===== config.mk =====
export PLATFORM = sky130hd
export DESIGN_NAME = bridge_adc_reader_with_tare_top
export DESIGN_NICKNAME = d
export VERILOG_FILES = /design/src/sv/brt_pkg.sv /design/src/sv/brt_seq.sv /design/src/sv/brt_tare.sv /design/src/sv/brt_scale.sv /design/src/sv/bridge_adc_reader_with_tare_top.sv
export SDC_FILE = /design/constraint.sdc
export NUM_CORES = 2
export LEC_CHECK = 0
export BUFFER_PORTS_ARGS = -buffer_cell sky130_fd_sc_hd__buf_2
export CAP_MARGIN = 15
export CORE_ASPECT_RATIO = 0.9
export CORE_MARGIN = 5
export CORE_UTILIZATION = 40
export CTS_CLUSTER_SIZE = 14
export DETAILED_ROUTE_END_ITERATION = 8
export GPL_ROUTABILITY_DRIVEN = 1
export HOLD_SLACK_MARGIN = 0.15
export SYNTH_ARGS = -nofsm -noshare
export SYNTH_HDL_FRONTEND = slang
export SYNTH_SLANG_ARGS = --single-unit

===== constraint.sdc =====
create_clock -name clock -period 9.32 [get_ports clock]
set_input_delay 0.932 -clock clock [delete_from_list [all_inputs] [get_ports clock]]
set_output_delay 0.932 -clock clock [all_outputs]
set_load 0.05 [all_outputs]

===== src/sv/brt_pkg.sv =====
package brt_pkg;

   localparam int SAMPLE_BITS  = 24;
   localparam int TARE_SAMPLES = 50;
   localparam int CMD_W        = 2;
   localparam int HALF_W       = 16;
   localparam int TICK_W       = 24;
   localparam int COEFF_W      = 32;
   localparam int WEIGHT_W     = 32;
   localparam int FRAC_BITS    = 40;
   localparam int CSR_IDX_W    = 2;
   localparam int CSR_DATA_W   = 32;

   localparam int BIT_CNT_W = $clog2(SAMPLE_BITS + 1);
   localparam int SCNT_W    = $clog2(TARE_SAMPLES + 1);
   localparam int TSUM_W    = SAMPLE_BITS + $clog2(TARE_SAMPLES);
   localparam int PROD_W    = SAMPLE_BITS + COEFF_W;

   // floor(sum / TARE_SAMPLES) as (sum * recip) >> DIV_SHIFT, exact over the sum range
   localparam int DIV_SHIFT = TSUM_W + SCNT_W;
   localparam int RECIP_W   = DIV_SHIFT - $clog2(TARE_SAMPLES) + 1;
   localparam logic [RECIP_W-1:0] TARE_RECIP =
      RECIP_W'(((64'd1 << DIV_SHIFT) + 64'(TARE_SAMPLES) - 64'd1) / 64'(TARE_SAMPLES));

   localparam logic [CMD_W-1:0] CMD_WEIGH = 2'd1;
   localparam logic [CMD_W-1:0] CMD_TARE  = 2'd2;

   localparam logic [CSR_IDX_W-1:0] CSR_HALF_PERIOD   = 2'd0;
   localparam logic [CSR_IDX_W-1:0] CSR_READY_TIMEOUT = 2'd1;
   localparam logic [CSR_IDX_W-1:0] CSR_TARE_GAP      = 2'd2;
   localparam logic [CSR_IDX_W-1:0] CSR_SCALE_COEFF   = 2'd3;

   localparam logic [HALF_W-1:0]  HALF_RST    = 16'd1;
   localparam logic [TICK_W-1:0]  TIMEOUT_RST = 24'd200000;
   localparam logic [TICK_W-1:0]  GAP_RST     = 24'd100000;
   localparam logic [COEFF_W-1:0] COEFF_RST   = 32'hFEB16918;

   typedef enum logic [2:0] {
      PH_IDLE,
      PH_WAIT,
      PH_HIGH,
      PH_LOW,
      PH_XHIGH,
      PH_XLOW,
      PH_GAP
   } phase_type;

   typedef struct packed {
      logic [HALF_W-1:0]  half_period_ticks;
      logic [TICK_W-1:0]  ready_timeout_ticks;
      logic [TICK_W-1:0]  tare_gap_ticks;
      logic [COEFF_W-1:0] scale_coeff;
   } cfg_type;

   typedef struct packed {
      logic                   clock_pin;
      logic                   busy;
      logic                   done;
      logic                   kind;
      logic                   timed_out;
      logic [SAMPLE_BITS-1:0] sample;
      logic [TSUM_W-1:0]      tare_sum;
   } seq_beat_type;

   typedef struct packed {
      logic                   clock_pin;
      logic                   busy;
      logic                   done;
      logic                   kind;
      logic                   timed_out;
      logic                   dneg;
      logic [SAMPLE_BITS-1:0] dmag;
      logic [SAMPLE_BITS-1:0] tare_level;
   } tare_beat_type;

   typedef struct packed {
      logic                   clock_pin;
      logic                   busy_res;
      logic                   done_res;
      logic                   done_kind;
      logic                   timed_out;
      logic [WEIGHT_W-1:0]    weight_mg;
      logic [SAMPLE_BITS-1:0] tare_level;
   } rsp_beat_type;

endpackage


===== src/sv/brt_seq.sv =====
module brt_seq
   import brt_pkg::*;
(
   input  logic             clock,
   input  logic             reset,
   input  cfg_type          cfg,
   input  logic             in_valid,
   output logic             in_ready,
   input  logic [CMD_W-1:0] command,
   input  logic             data_pin,
   output logic             out_valid,
   input  logic             out_ready,
   output seq_beat_type     out_beat
);

   phase_type              phase_ff, phase_in;
   logic                   op_is_tare_ff, op_is_tare_in;
   logic [TICK_W-1:0]      tick_ff, tick_in;
   logic [BIT_CNT_W-1:0]   bit_ff, bit_in;
   logic [SAMPLE_BITS-1:0] shift_ff, shift_in;
   logic [SCNT_W-1:0]      scount_ff, scount_in;
   logic [TSUM_W-1:0]      tsum_ff, tsum_in;
   logic                   tseen_ff, tseen_in;
   logic                   valid_ff, valid_in;
   seq_beat_type           beat_ff, beat_in;

   logic                   accept;
   logic [TICK_W-1:0]      tick_inc;
   logic [HALF_W-1:0]      half_len;
   logic                   fin;
   logic                   gap_end;
   logic [SAMPLE_BITS-1:0] fin_val;

   assign in_ready  = !valid_ff || out_ready;
   assign accept    = in_valid && in_ready;
   assign out_valid = valid_ff;
   assign out_beat  = beat_ff;

   assign tick_inc = tick_ff + 1'b1;
   assign half_len = (cfg.half_period_ticks == '0) ? HALF_W'(1) : cfg.half_period_ticks;

   always_comb begin
      phase_in      = phase_ff;
      op_is_tare_in = op_is_tare_ff;
      tick_in       = tick_ff;
      bit_in        = bit_ff;
      shift_in      = shift_ff;
      scount_in     = scount_ff;
      tsum_in       = tsum_ff;
      tseen_in      = tseen_ff;
      fin           = 1'b0;
      gap_end       = 1'b0;
      fin_val       = '0;
      beat_in       = '0;

      unique case (phase_ff)
         PH_IDLE: begin
            if (command == CMD_WEIGH || command == CMD_TARE) begin
               op_is_tare_in = (command == CMD_TARE);
               phase_in      = PH_WAIT;
               tick_in       = '0;
               scount_in     = '0;
               tsum_in       = '0;
               tseen_in      = 1'b0;
            end
         end
         PH_WAIT: begin
            if (!data_pin) begin
               phase_in = PH_HIGH;
               tick_in  = '0;
               bit_in   = '0;
               shift_in = '0;
            end else if (tick_ff >= cfg.ready_timeout_ticks) begin
               tseen_in = 1'b1;
               fin      = 1'b1;
            end else begin
               tick_in = tick_inc;
            end
         end
         PH_HIGH, PH_XHIGH: begin
            beat_in.clock_pin = 1'b1;
            tick_in           = tick_inc;
            if (tick_inc >= TICK_W'(half_len)) begin
               phase_in = (phase_ff == PH_HIGH) ? PH_LOW : PH_XLOW;
               tick_in  = '0;
            end
         end
         PH_LOW: begin
            tick_in = tick_inc;
            if (tick_inc >= TICK_W'(half_len)) begin
               shift_in = {shift_ff[SAMPLE_BITS-2:0], data_pin};
               bit_in   = bit_ff + 1'b1;
               tick_in  = '0;
               phase_in = (bit_in >= BIT_CNT_W'(SAMPLE_BITS)) ? PH_XHIGH : PH_HIGH;
            end
         end
         PH_XLOW: begin
            tick_in = tick_inc;
            if (tick_inc >= TICK_W'(half_len)) begin
               tick_in = '0;
               fin     = 1'b1;
               fin_val = shift_ff ^ {1'b1, {(SAMPLE_BITS-1){1'b0}}};
            end
         end
         PH_GAP: begin
            tick_in = tick_inc;
            if (tick_inc >= cfg.tare_gap_ticks) begin
               gap_end = 1'b1;
            end
         end
         default: begin
            phase_in = PH_IDLE;
         end
      endcase

      // end of one sample
      if (fin) begin
         if (!op_is_tare_ff) begin
            beat_in.done      = 1'b1;
            beat_in.kind      = 1'b0;
            beat_in.timed_out = tseen_in;
            beat_in.sample    = fin_val;
            phase_in          = PH_IDLE;
         end else begin
            tsum_in   = tsum_ff + TSUM_W'(fin_val);
            scount_in = scount_ff + 1'b1;
            if (cfg.tare_gap_ticks != '0) begin
               phase_in = PH_GAP;
               tick_in  = '0;
            end else begin
               gap_end = 1'b1;
            end
         end
      end

      if (gap_end) begin
         if (scount_in >= SCNT_W'(TARE_SAMPLES)) begin
            beat_in.done      = 1'b1;
            beat_in.kind      = 1'b1;
            beat_in.timed_out = tseen_in;
            beat_in.tare_sum  = tsum_in;
            phase_in          = PH_IDLE;
         end else begin
            phase_in = PH_WAIT;
            tick_in  = '0;
         end
      end

      beat_in.busy = (phase_in != PH_IDLE);
      valid_in     = in_ready ? in_valid : valid_ff;
   end

   always_ff @(posedge clock) begin
      if (reset) begin
         phase_ff      <= PH_IDLE;
         op_is_tare_ff <= 1'b0;
         tick_ff       <= '0;
         bit_ff        <= '0;
         shift_ff      <= '0;
         scount_ff     <= '0;
         tsum_ff       <= '0;
         tseen_ff      <= 1'b0;
         valid_ff      <= 1'b0;
      end else begin
         valid_ff <= valid_in;
         if (accept) begin
            phase_ff      <= phase_in;
            op_is_tare_ff <= op_is_tare_in;
            tick_ff       <= tick_in;
            bit_ff        <= bit_in;
            shift_ff      <= shift_in;
            scount_ff     <= scount_in;
            tsum_ff       <= tsum_in;
            tseen_ff      <= tseen_in;
         end
      end
   end

   always_ff @(posedge clock) begin
      if (accept) begin
         beat_ff <= beat_in;
      end
   end

endmodule


===== src/sv/brt_tare.sv =====
module brt_tare
   import brt_pkg::*;
(
   input  logic          clock,
   input  logic          reset,
   input  logic          in_valid,
   output logic          in_ready,
   input  seq_beat_type  in_beat,
   output logic          out_valid,
   input  logic          out_ready,
   output tare_beat_type out_beat
);

   logic [SAMPLE_BITS-1:0]    tare_store_ff, tare_store_in;
   logic                      valid_ff, valid_in;
   tare_beat_type             beat_ff, beat_in;

   logic                      accept;
   logic [TSUM_W+RECIP_W-1:0] quot_prod;
   logic [SAMPLE_BITS-1:0]    quot;

   assign in_ready  = !valid_ff || out_ready;
   assign accept    = in_valid && in_ready;
   assign valid_in  = in_ready ? in_valid : valid_ff;
   assign out_valid = valid_ff;
   assign out_beat  = beat_ff;

   // average of the tare samples by reciprocal multiply
   assign quot_prod = {{RECIP_W{1'b0}}, in_beat.tare_sum} * {{TSUM_W{1'b0}}, TARE_RECIP};
   assign quot      = quot_prod[DIV_SHIFT +: SAMPLE_BITS];

   always_comb begin
      tare_store_in     = tare_store_ff;
      beat_in           = '0;
      beat_in.clock_pin = in_beat.clock_pin;
      beat_in.busy      = in_beat.busy;
      beat_in.done      = in_beat.done;
      beat_in.kind      = in_beat.kind;
      beat_in.timed_out = in_beat.timed_out;
      if (in_beat.done && in_beat.kind) begin
         tare_store_in = quot;
      end
      if (in_beat.done && !in_beat.kind) begin
         if (in_beat.sample >= tare_store_ff) begin
            beat_in.dmag = in_beat.sample - tare_store_ff;
            beat_in.dneg = 1'b0;
         end else begin
            beat_in.dmag = tare_store_ff - in_beat.sample;
            beat_in.dneg = 1'b1;
         end
      end
      beat_in.tare_level = tare_store_in;
   end

   always_ff @(posedge clock) begin
      if (reset) begin
         tare_store_ff <= '0;
         valid_ff      <= 1'b0;
      end else begin
         valid_ff <= valid_in;
         if (accept) begin
            tare_store_ff <= tare_store_in;
         end
      end
   end

   always_ff @(posedge clock) begin
      if (accept) begin
         beat_ff <= beat_in;
      end
   end

endmodule


===== src/sv/brt_scale.sv =====
module brt_scale
   import brt_pkg::*;
(
   input  logic               clock,
   input  logic               reset,
   input  logic [COEFF_W-1:0] scale_coeff,
   input  logic               in_valid,
   output logic               in_ready,
   input  tare_beat_type      in_beat,
   output logic               out_valid,
   input  logic               out_ready,
   output rsp_beat_type       out_beat
);

   localparam int SAT_W = WEIGHT_W + 1;
   localparam logic [SAT_W-1:0] NEG_LIM = SAT_W'(1) << (WEIGHT_W - 1);
   localparam logic [SAT_W-1:0] POS_LIM = NEG_LIM - 1'b1;

   typedef struct packed {
      logic                   clock_pin;
      logic                   busy;
      logic                   done;
      logic                   kind;
      logic                   timed_out;
      logic                   neg;
      logic [PROD_W-1:0]      prod;
      logic [SAMPLE_BITS-1:0] tare_level;
   } mul_beat_type;

   logic               mvalid_ff, mvalid_in;
   mul_beat_type       mbeat_ff, mbeat_in;
   logic               ovalid_ff, ovalid_in;
   rsp_beat_type       obeat_ff, obeat_in;

   logic               m_ready;
   logic               m_accept;
   logic               o_accept;
   logic [COEFF_W-1:0] cmag;
   logic [SAT_W-1:0]   qx;
   logic [SAT_W-1:0]   qs;

   // multiply stage
   assign m_ready   = !ovalid_ff || out_ready;
   assign in_ready  = !mvalid_ff || m_ready;
   assign m_accept  = in_valid && in_ready;
   assign mvalid_in = in_ready ? in_valid : mvalid_ff;

   assign cmag = scale_coeff[COEFF_W-1] ? ({COEFF_W{1'b0}} - scale_coeff) : scale_coeff;

   always_comb begin
      mbeat_in.clock_pin  = in_beat.clock_pin;
      mbeat_in.busy       = in_beat.busy;
      mbeat_in.done       = in_beat.done;
      mbeat_in.kind       = in_beat.kind;
      mbeat_in.timed_out  = in_beat.timed_out;
      mbeat_in.neg        = in_beat.dneg ^ scale_coeff[COEFF_W-1];
      mbeat_in.prod       = {{COEFF_W{1'b0}}, in_beat.dmag} * {{SAMPLE_BITS{1'b0}}, cmag};
      mbeat_in.tare_level = in_beat.tare_level;
   end

   // truncate toward zero, saturate, apply sign
   assign o_accept  = mvalid_ff && m_ready;
   assign ovalid_in = m_ready ? mvalid_ff : ovalid_ff;
   assign qx        = SAT_W'(mbeat_ff.prod[PROD_W-1:FRAC_BITS]);

   always_comb begin
      obeat_in.clock_pin  = mbeat_ff.clock_pin;
      obeat_in.busy_res   = mbeat_ff.busy;
      obeat_in.done_res   = mbeat_ff.done;
      obeat_in.done_kind  = mbeat_ff.kind;
      obeat_in.timed_out  = mbeat_ff.timed_out;
      obeat_in.tare_level = mbeat_ff.tare_level;
      if (mbeat_ff.neg) begin
         qs = (qx > NEG_LIM) ? NEG_LIM : qx;
         qs = {SAT_W{1'b0}} - qs;
      end else begin
         qs = (qx > POS_LIM) ? POS_LIM : qx;
      end
      obeat_in.weight_mg = (mbeat_ff.done && !mbeat_ff.kind) ? qs[WEIGHT_W-1:0] : '0;
   end

   assign out_valid = ovalid_ff;
   assign out_beat  = obeat_ff;

   always_ff @(posedge clock) begin
      if (reset) begin
         mvalid_ff <= 1'b0;
         ovalid_ff <= 1'b0;
      end else begin
         mvalid_ff <= mvalid_in;
         ovalid_ff <= ovalid_in;
      end
   end

   always_ff @(posedge clock) begin
      if (m_accept) begin
         mbeat_ff <= mbeat_in;
      end
      if (o_accept) begin
         obeat_ff <= obeat_in;
      end
   end

endmodule


===== src/sv/bridge_adc_reader_with_tare_top.sv =====
// throughput: one request beat and one result beat per cycle while rsp_tready holds no stall, one result per request
// the stages are sequencer, tare average and difference, multiply, saturate and output
// each stage holds when the stage after it is full and stalled
// synchronous reset: sequencer idle, tare zero, configuration registers to their default values
module bridge_adc_reader_with_tare_top
   import brt_pkg::*;
(
   input  logic                  clock,
   input  logic                  reset,
   input  logic                  req_tvalid,
   output logic                  req_tready,
   input  logic [7:0]            req_tdata,   // command[1:0], data_pin[2], zero pad
   output logic                  rsp_tvalid,
   input  logic                  rsp_tready,
   output logic [63:0]           rsp_tdata,   // clock_pin[0], busy_res[1], done_res[2],
                                              // timed_out[3], weight_mg[35:4],
                                              // tare_level[59:36], zero pad
   output logic                  rsp_tuser,   // done_kind
   input  logic                  csr_wr_en,
   input  logic [CSR_IDX_W-1:0]  csr_index,
   input  logic [CSR_DATA_W-1:0] csr_wdata
);

   cfg_type       cfg_ff, cfg_in;

   logic          s1_valid;
   logic          s1_ready;
   seq_beat_type  s1_beat;
   logic          s2_valid;
   logic          s2_ready;
   tare_beat_type s2_beat;
   rsp_beat_type  rsp_beat;

   always_comb begin
      cfg_in = cfg_ff;
      if (csr_wr_en) begin
         unique case (csr_index)
            CSR_HALF_PERIOD:   cfg_in.half_period_ticks   = csr_wdata[HALF_W-1:0];
            CSR_READY_TIMEOUT: cfg_in.ready_timeout_ticks = csr_wdata[TICK_W-1:0];
            CSR_TARE_GAP:      cfg_in.tare_gap_ticks      = csr_wdata[TICK_W-1:0];
            CSR_SCALE_COEFF:   cfg_in.scale_coeff         = csr_wdata[COEFF_W-1:0];
            default:           cfg_in = cfg_ff;
         endcase
      end
   end

   always_ff @(posedge clock) begin
      if (reset) begin
         cfg_ff.half_period_ticks   <= HALF_RST;
         cfg_ff.ready_timeout_ticks <= TIMEOUT_RST;
         cfg_ff.tare_gap_ticks      <= GAP_RST;
         cfg_ff.scale_coeff         <= COEFF_RST;
      end else begin
         cfg_ff <= cfg_in;
      end
   end

   brt_seq u_seq (
      .clock     (clock),
      .reset     (reset),
      .cfg       (cfg_ff),
      .in_valid  (req_tvalid),
      .in_ready  (req_tready),
      .command   (req_tdata[CMD_W-1:0]),
      .data_pin  (req_tdata[CMD_W]),
      .out_valid (s1_valid),
      .out_ready (s1_ready),
      .out_beat  (s1_beat)
   );

   brt_tare u_tare (
      .clock     (clock),
      .reset     (reset),
      .in_valid  (s1_valid),
      .in_ready  (s1_ready),
      .in_beat   (s1_beat),
      .out_valid (s2_valid),
      .out_ready (s2_ready),
      .out_beat  (s2_beat)
   );

   brt_scale u_scale (
      .clock       (clock),
      .reset       (reset),
      .scale_coeff (cfg_ff.scale_coeff),
      .in_valid    (s2_valid),
      .in_ready    (s2_ready),
      .in_beat     (s2_beat),
      .out_valid   (rsp_tvalid),
      .out_ready   (rsp_tready),
      .out_beat    (rsp_beat)
   );

   assign rsp_tdata = {4'b0000, rsp_beat.tare_level, rsp_beat.weight_mg, rsp_beat.timed_out,
                       rsp_beat.done_res, rsp_beat.busy_res, rsp_beat.clock_pin};
   assign rsp_tuser = rsp_beat.done_kind;

endmodule


==> results_dict.tcl <==
set metrics [dict create \
    outcome "finished clean" \
    area.growth.synth_to_final_pct 9.64 \
    final_antenna_net_count 0 \
    synth_top_family_by_area "adder cells" \
    floorplan.initialDensity_pct 40.1 \
    tightest_slew_ns 1.27 \
    finalHoldViolCount 0 \
    post_synthesis_instance_area_um2 61200 \
    worstSetupStartpointType "register" \
    cts.reportedPaths.clkPinSlew_ns 0.07 \
    viasPerCell 5.20 \
    placed_area_um2 64800 \
    muxShareOfSynthArea_pct 0.526 \
    die_width_um 422 \
    clockBufferDepth 3 \
    synth_compound_area_share_pct 8.67 \
    synth_xor_xnor_area_share_pct 2.10 \
    maxSlewViolCount 0 \
    ys.warnings.count 0 \
    drt-initial-drc-count 3145 \
    cts.sink_count 437 \
    clock_tree_from_tritoncts "done" \
    die_y_um 381 \
    worst_clock_skew_ns 0.0676 \
    skew_pair_late_insertion_delay_ns 0.64 \
    worst_ep_arrival_time_ns 9.61 \
    required_ns 9.69 \
    yosysUniqueCellTypes 82 \
    grt_antenna_before_repair 2 \
    cts_hold_buffers 0 \
    netlist_instances 6620 \
    grt_pass1_wl_um 272000 \
    timing.critical_path.slowest_stage_cell "fa_2" \
    crit_path_frequent_cell "fa_1" \
    coreArea_um2 152000 \
    cts_max_level 2 \
    vias_in_the_first_global_route 47418 \
    reg2reg_slack_ns 0.08 \
    criticalPathCategory "reg2reg" \
    grt_setup_unrepaired "yes" \
    post-route-min-period_ns 9.24 \
    fmaxAchievable_mhz 108 \
    syn_area_cell_um2 9.24 \
    boundaryPins 114 \
    period_share_pct 99.1 \
    groute.usage.overall_pct 21.2 \
    first_pass_iters 6 \
    gr-total-overflow 0 \
    wire_per_inst_um 19.5 \
    drt-total-wl_um 170000 \
    min-delay-path-class "reg2reg" \
    fin_area_um2 67100 \
    setup_viol 0 \
    cap_viol_max_count 0 \
    number_of_rows_in_the_core_area 136 \
    synth_simple_gate_area_share_pct 14.3 \
    synth_adder_area_share_pct 46.0 \
    synth.ff_latch_count 437 \
    leading_register_cell_type_out_of_synthesis "edfxtp_1" \
    die-area_um2 161000 \
    slew_headroom_pct 15.3 \
    routed-via-count 45281 \
    timing.critical_path.fanout_max 5 \
    synth-edff-count 219 \
    drive_above_1_share_pct 7.41 \
    post-route-drc-count 0 \
    grt_start_max_net_pins 84 \
    clock_root_buffer_master "clkbuf_16" \
    routabilityCongestion 0.922 \
    cpPeakStageDelay_ns 0.55 \
    port-buffer-count 104 \
    crit_path_end_kind "register" \
    synthArstFlopShare_pct 0 \
    synth_seq_area_share_pct 17.9 \
    hpwlAfterDp_um 135000 \
    num_cts_buffers 49 \
    final_nets 8363 \
]
==> cell usage in the layout (no fill, tap or decap), types with 23 or more instances in the layout <==
cell type / count
nor2_1: 195
nor2b_1: 30
fa_1: 986
clkbuf_16: 51
a21o_1: 90
buf_2: 103
buf_4: 145
nor4_1: 28
a31oi_1: 35
o211ai_1: 39
nand3_1: 137
xnor2_2: 25
dfxtp_1: 217
xnor2_1: 63
nand2_1: 784
nor3_1: 45
and2_1: 390
o21ai_0: 136
o2111ai_1: 25
a21oi_1: 280
nand4_1: 41
and3_1: 31
a211oi_1: 23
edfxtp_1: 219
inv_1: 1415
xor2_1: 53
ha_1: 658
==> registers in the layout, indices dropped and copies added (netlist names) <==
register and flops:
u_tare.out_beat 54, u_seq.tick_ff 24, u_scale.mvalid_ff 1, u_seq.op_is_tare_ff 1, u_seq.out_valid 1, u_seq.bit_ff 5, u_seq.scount_ff 6, u_seq.tseen_ff 1
u_scale.mbeat_ff 46, u_seq.shift_ff 24, cfg_ff 96, u_scale.out_beat 60, u_seq.phase_ff 3, u_seq.out_beat 59, u_scale.out_valid 1, u_tare.out_valid 1
u_seq.tsum_ff 30, u_tare.tare_store_ff 24
==> through the flow <==
| step | hold WS (ns) | util [%] | setup WS [ns] | std cells | setup TNS (ns) |
|---|---|---|---|---|---|
| floorplan | 0.400 | - | 0.296 | 6623 | 0 |
| global placement | 0.407 | 42.5 | -0.218 | 8595 | -0.899 |
| detailed placement | 0.408 | 42.5 | -0.342 | 8596 | -1.49 |
| CTS | 0.401 | 43.7 | 0.00733 | 8688 | 0 |
| global route | 0.413 | 44.0 | -0.237 | 8704 | -1.45 |
| finish | 0.413 | 44.0 | 0.0840 | 8705 | 0 |
==> repair_timing <==
action	in CTS	in global routing
buffers inserted	0	11
resized for setup	13	66
cloned	0	1
pin swaps	2	41
setup endpoints to repair	8	14
==> synthesized netlist by cell type (91+ instances only) <==
cell type | count | area [µm²]
nand2_1 | 791 | 2970
a21oi_1 | 287 | 1440
ha_1 | 664 | 8310
dfxtp_1 | 218 | 4360
nor2_1 | 200 | 751
clkbuf_1 | 261 | 980
nand3_1 | 140 | 701
fa_1 | 990 | 19800
edfxtp_1 | 219 | 6580
o21ai_0 | 142 | 711
xnor2_1 | 91 | 797
inv_1 | 1419 | 5330
and2_1 | 394 | 2460
==> cells by family after synthesis <==
logic type	count (synthesis)
AND/OR/NAND/NOR	1805
buffers and inverters	1712
flip-flops	437
adder cells (fa/ha/maj)	1654
other	1
multiplexers	31
XOR/XNOR	147
AO/OA/AOI/OAI	833
==> final cells by class <==
cell class	count	area, µm²
Fill cell	14767	85400
Multi-Input combinational cell	4474	44500
Sequential cell	437	10900
Inverter	1420	5330
Tap cell	2001	2500
Timing Repair Buffer	280	2170
Clock buffer	64	1390
Clock inverter	28	270
Antenna cell	1	2.50
==> worst max-delay path, delay by kind of cell, from the launching register on <==
kind / cells / cell delay, ns
fa+ha+maj: 8 / 3.75
xor+xnor: 2 / 0.22
simple gates: 10 / 2.04
buf+inv: 12 / 1.26
flops: 1 / 0.32
compound gates: 6 / 1.36
==> path summary, 6_finish.rpt <==
kind         depth (start not counted)                         start                              to
max                                 38       cfg_ff[11]$_SDFFE_PP1P_  u_scale.mbeat_ff[79]$_DFFE_PP_
min reg2reg                          0  u_tare.out_beat[8]$_DFFE_PP_   u_scale.mbeat_ff[8]$_DFFE_PP_
min                                  0  u_tare.out_beat[8]$_DFFE_PP_   u_scale.mbeat_ff[8]$_DFFE_PP_
max reg2reg                         38       cfg_ff[11]$_SDFFE_PP1P_  u_scale.mbeat_ff[79]$_DFFE_PP_
==> per-layer routing <==
metal | wire length [µm] | vias up | track usage (%) | part of all wire [%]
met5 | 0 | - | 0 | 0
met4 | 4030 | 0 | 4.67 | 2.4
met3 | 9340 | 198 | 2.37 | 5.5
met2 | 79900 | 1318 | 35.3 | 47
met1 | 76900 | 22863 | 30.0 | 45
li1 | - | 20902 | - | -
Power is not shown: default switching activity piles up to over one toggle a cycle in this logic, so the estimate is an artifact.
